### src/rncs_pkg.sv
`timescale 1ns / 1ps

package rncs_pkg;

   // sizes of the tour problem
   localparam int MAX_CITIES  = 32;
   localparam int NUM_ANTS    = 8;
   localparam int WEIGHT_BITS = 16;
   localparam int FRAC_W      = 16;

   // derived widths
   localparam int CITY_W  = $clog2(MAX_CITIES);
   localparam int ANT_W   = $clog2(NUM_ANTS);
   localparam int COUNT_W = 6;
   localparam int ADDR_W  = 2 * CITY_W;
   localparam int SUM_W   = WEIGHT_BITS + CITY_W;
   localparam int PROD_W  = SUM_W + FRAC_W;

   localparam logic [COUNT_W-1:0] CITY_COUNT_RESET = COUNT_W'(MAX_CITIES);
   localparam logic [COUNT_W-1:0] CITY_COUNT_MIN   = COUNT_W'(2);
   localparam logic [COUNT_W-1:0] CITY_COUNT_MAX   = COUNT_W'(MAX_CITIES);

   // item opcodes
   typedef enum logic [1:0] {
      FUNC_WRITE  = 2'd0,
      FUNC_START  = 2'd1,
      FUNC_CHOOSE = 2'd2
   } func_type;

   // controller to datapath
   typedef struct packed {
      logic load;        // capture the accepted item
      logic mem_wr;      // write the weight table
      logic run;         // sweep the weight row
      logic scan;        // sweep compares against the threshold
      logic pass_start;  // compute threshold, rewind the sweep
      logic emit;        // update ant state and load the result register
   } ctrl_cmd_type;

   // datapath to controller
   typedef struct packed {
      logic start_ok;
      logic pass_done;
      logic none_left;
      logic total_zero;
      logic out_free;
   } ctrl_status_type;

endpackage

### src/rncs_ctrl.sv
`timescale 1ns / 1ps

module rncs_ctrl
   import rncs_pkg::*;
(
   input  logic            clock,
   input  logic            reset,
   input  logic            req_valid,
   input  logic [1:0]      req_func,
   output logic            req_ready,
   input  ctrl_status_type status,
   output ctrl_cmd_type    cmd
);

   typedef enum logic [2:0] {
      ST_IDLE,
      ST_SUM,
      ST_MULT,
      ST_SCAN,
      ST_FINISH
   } state_type;

   state_type state_ff;
   state_type state_in;

   // next state and commands
   always_comb begin
      state_in  = state_ff;
      cmd       = '0;
      req_ready = 1'b0;
      unique case (state_ff)
         ST_IDLE: begin
            req_ready = 1'b1;
            if (req_valid) begin
               cmd.load = 1'b1;
               unique case (req_func)
                  FUNC_WRITE:  cmd.mem_wr = 1'b1;
                  FUNC_START: begin
                     if (status.start_ok) state_in = ST_FINISH;
                  end
                  FUNC_CHOOSE: state_in = ST_SUM;
                  default:     state_in = ST_IDLE;
               endcase
            end
         end
         ST_SUM: begin
            cmd.run = 1'b1;
            if (status.pass_done) begin
               if (status.none_left || status.total_zero) state_in = ST_FINISH;
               else state_in = ST_MULT;
            end
         end
         ST_MULT: begin
            cmd.pass_start = 1'b1;
            state_in       = ST_SCAN;
         end
         ST_SCAN: begin
            cmd.run  = 1'b1;
            cmd.scan = 1'b1;
            if (status.pass_done) state_in = ST_FINISH;
         end
         ST_FINISH: begin
            if (status.out_free) begin
               cmd.emit = 1'b1;
               state_in = ST_IDLE;
            end
         end
         default: state_in = ST_IDLE;
      endcase
   end

   // state register
   always_ff @(posedge clock) begin
      if (reset) begin
         state_ff <= ST_IDLE;
      end else begin
         state_ff <= state_in;
      end
   end

endmodule

### config.mk
export PLATFORM = sky130hd
export DESIGN_NAME = rncs_ctrl
export DESIGN_NICKNAME = d
export VERILOG_FILES = /design/src/rncs_pkg.sv /design/src/rncs_ctrl.sv
export SDC_FILE = /design/constraint.sdc
export NUM_CORES = 1
export LEC_CHECK = 0
export BUFFER_PORTS_ARGS = -buffer_cell sky130_fd_sc_hd__buf_2
export CAP_MARGIN = 30
export CORE_AREA = 2 2 39 41
export DETAILED_ROUTE_END_ITERATION = 12
export DIE_AREA = 0 0 41 43
export PLACE_DENSITY = 0.56
export SYNTH_ARGS = -nofsm -noshare
export SYNTH_HDL_FRONTEND = slang
export SYNTH_SLANG_ARGS = --single-unit
### constraint.sdc
create_clock -name clock -period 1.6 [get_ports clock]
set_input_delay 0.24 -clock clock [delete_from_list [all_inputs] [get_ports clock]]
set_output_delay 0.24 -clock clock [all_outputs]
set_load 0.05 [all_outputs]
=== After elaboration in Yosys (flattened, before gate mapping) ===
Cells that the tools add are included.

* $add $sub $neg: 0
* Multiply operators: 0
* Div/mod/pow operators: 0
* Order comparisons: 0
* Equal/unequal tests: 12
* Shift operators: 0
* Multiplexer cells: 17
* Bitwise logic cells: 0
* Reductions and logical operators: 5

{| class="wikitable"
|+ Operators with widths
! cell !! number
|-
| two-way mux 3 bit || 6
|-
| case mux 3 bit (5 select lines) || 1
|-
| inequality test 2 bit, second input constant || 5
|-
| case mux 3 bit (3 select lines) || 1
|-
| two-way mux 1 bit || 7
|-
| == test 3 x 2 -> 1 bit, second input constant || 2
|-
| AND reduction 6 bit || 1
|-
| two-way mux 2 bit || 2
|-
| == test 3 x 1 -> 1 bit, second input constant || 1
|-
| == test 3 bit, second input constant || 1
|-
| logical NOT 3 bit || 1
|-
| inequality test 3 bit, second input constant || 1
|-
| == test 2 x 1 -> 1 bit, second input constant || 1
|-
| == test 2 bit, second input constant || 1
|-
| logical NOT 2 bit || 1
|-
| OR reduction 2 bit || 1
|-
| logical OR 1 bit || 1
|}

* Bits in registers: 3
* Latch bits: 0
* Bits in writable memories: 0
* Memory bits (read-only): 0
* Input port bits: 10
* Output and inout port bits: 7
* Memories kept: 0

=== Logic depth before layout (Yosys ltp) ===
* Word-level depth: 4
* Mapped depth: 4
* Mapped depth without buffers: 3

=== Least setup slack after synthesis ===
OpenSTA, ideal clock, no wires.

* Kind: register -> output
* From: reg state_ff[0]
* To: out cmd[4] in the netlist's numbering
* Data arrival time: 2.673 ns
* Path slack: -1.313 ns
* Cell stages (with the launch flop): 5
* Buffers on the path: 1
* Cell sequence: dfxtp_1 buf_6 nor3_4 and2_1 nor3b_1

{| class="wikitable"
|+ RTL lines
! what !! line !! RTL
|-
| start: declaration || rncs_ctrl.sv:23 || <nowiki>state_type state_ff;</nowiki>
|-
| start signal: assignment || rncs_ctrl.sv:77 || <nowiki>state_ff <= state_in;</nowiki>
|-
| end: declaration || rncs_ctrl.sv:12 || <nowiki>output ctrl_cmd_type cmd</nowiki>
|}

==> results_dict.tcl <==
set metrics [dict create \
    outcome "finished, final reports clean" \
    syn_nets 42 \
    hp-start "reset" \
    min_path_type "input pin to flip-flop" \
    rr_startpoint "state_ff[1]$_SDFFE_PP0P_" \
    synth_area_sq_um 265 \
    viasPerCell 4.49 \
    synth_area_leader_cell "dfxtp_1" \
    die_w_microns 41 \
    p_per_area_mw_per_mm2 814 \
    hold_depth 2 \
    area_growth_pct 52.8 \
    gp_congestion 0.702 \
    drc 0 \
    setup_viol_count_final 0 \
    rr_worst_depth 4 \
    nFillCells 158 \
    crit_type "flip-flop to output port" \
    initial_core_util_pct 19.2 \
    grt_use_total_pct 8.42 \
    layout-drive-gt1-share_pct 54.9 \
    ioPinCount 17 \
    ir_worst_vdd_v 0.000216 \
    drv_slew 0 \
    ctsHoldBuffers 0 \
    grt_pass1_vias 258 \
    final_cells 67 \
    slew_headroom_pct 80.6 \
    max_clock_freq_mhz 657 \
    synth_most_common_cell "nor3_1" \
    synth_area_leaders "dfxtp_1, buf_6, nor3_1, nand2b_1, nor3_4" \
    placementRows 14 \
    ff2ff_setup_slack_ns 0.35 \
    whs_endpoint "state_ff[1]$_SDFFE_PP0P_" \
    wl_microns 671 \
    reg_top3 "state_ff: 3 flops" \
    clock_latency_ns 0.23 \
    start_kind "flip-flop" \
    cts.clk_slew.worst_paths_ns 0.04 \
    fin_skew_ns 0.00161 \
    clk_path_buf_depth 2 \
    hold_viol_final 0 \
    largest_reg_flops 3 \
    numPortBuffers 16 \
    die_height_microns 43 \
    arrival_ns 1.28 \
    syn_area_per_cell_sq_um 8.29 \
    ys_ff_latch 3 \
    min_period_ns 1.52 \
    leakagePower_uw 0.000206 \
    synth_commonest_cells "nor3_1, a21oi_1, dfxtp_1, nand2b_1" \
    die_area_sq_mm 0.00176 \
    synth_edf_count 0 \
    nets 62 \
    synthCells 32 \
    rsz0062_at_grt "false" \
    ys_seq_area_share_pct 22.6 \
    dr.pass1.iters 4 \
    antenna_found_initial 0 \
    worstPathMaxFanout 3 \
    cts_tree "yes" \
    regMostFlops "state_ff" \
    async_flop_share_pct 0 \
    r2r-end "state_ff[2]$_SDFFE_PP0P_" \
    antenna_left 0 \
    overflow 0 \
    cts_made_buffers 3 \
    core_sq_mm 0.00138 \
    wl_per_cell_microns 10.0 \
    grt_pass1_wl_microns 959 \
    grt_max_degree 12 \
    synth_top_area_share_pct 22.6 \
    synth-main-ff-cell "dfxtp_1" \
    place_inst 63 \
    crit_required_ns 1.36 \
    vias 301 \
    hpwl_microns 524 \
    diodes 0 \
    synth_cell_types 19 \
    cts-root-buf "clkbuf_4" \
    clkSinkCount 3 \
    crit_path_end_kind "output port" \
    htree_levels 1 \
    maxCapViolCount 0 \
    drtIter0Drc 9 \
    synth-warning-count 0 \
    whs_ns 0.209 \
    worstMarginPinSlew_ns 0.287 \
    min_period_over_period_pct 95.1 \
    postLayoutCoreUtil_pct 29.3 \
    tns_ns 0 \
]
[placed cells by master, fill, tap and decap left out, types with 2 or more instances in the layout]
| cell | synthesis | final |
|---|---|---|
| buf_2 | 1 | 15 |
| nor3_1 | 4 | 4 |
| nand2b_1 | 3 | 3 |
| a21oi_1 | 3 | 3 |
| clkbuf_4 | 0 | 3 |
| nand2_1 | 2 | 2 |
| o21ai_0 | 2 | 2 |
| buf_4 | 0 | 2 |
| dfxtp_1 | 3 | 2 |
[worst max-delay path by stage]
stage,from,end,depth (start not counted)
6_report,state_ff[1]$_SDFFE_PP0P_,cmd[4],4
5_1_grt,state_ff[1]$_SDFFE_PP0P_,cmd[4],4
4_1_cts,state_ff[1]$_SDFFE_PP0P_,cmd[4],4
3_5_place_dp,state_ff[2]$_SDFFE_PP0P_,cmd[4],4
3_3_place_gp,state_ff[2]$_SDFFE_PP0P_,cmd[4],4
2_1_floorplan,state_ff[1]$_SDFFE_PP0P_,cmd[4],4
[layout make-up]
cell class / count / area, sq um / area share (%)
tap: 16 / 20.0 / 4.94
multi-input combinational: 26 / 196 / 48.5
timing repair buffer: 18 / 101 / 25.0
clock buffer: 4 / 26.3 / 6.48
sequential: 3 / 61.3 / 15.1
[routing by layer]
layer	up-vias	routed length [microns]	GRT usage, %
li1	159	-	-
met1	129	329	10.9
met2	13	287	10.0
met3	0	54	1.57
met4	0	0	10.0
met5	-	0	0
[critical path, stage by stage (launching register included)]
cell     delay (ns)
dfxtp_1        0.32
nor3_4         0.21
and2_4         0.16
nor3b_4        0.18
buf_6          0.18
[kinds of logic after synthesis]
family	synth area share, %
mux	3.77
simple gates	46.2
flops	22.6
buf+inv	10.4
compound gates	17.0
[stage by stage]
step                      instance area, sq um  worst slack (ns)  total power [uW]
after floorplan                            284            -0.429               169
after global placement                     372             0.215               197
after detailed placement                   372             0.183               197
after CTS                                  402            0.0502               337
after global routing                       405            0.0137               348
final                                      405            0.0776               330
[repair_timing]
item,in CTS,in global routing
setup endpoints to repair,1,1
setup buffers,0,0
resized for setup,2,1
[report_power, final]
part           switching [uW]  internal [uW]
Sequential               7.18           79.5
Combinational            67.8           43.3
Clock                    38.7           93.4
No activity file was read; power rests on OpenSTA's default activity.
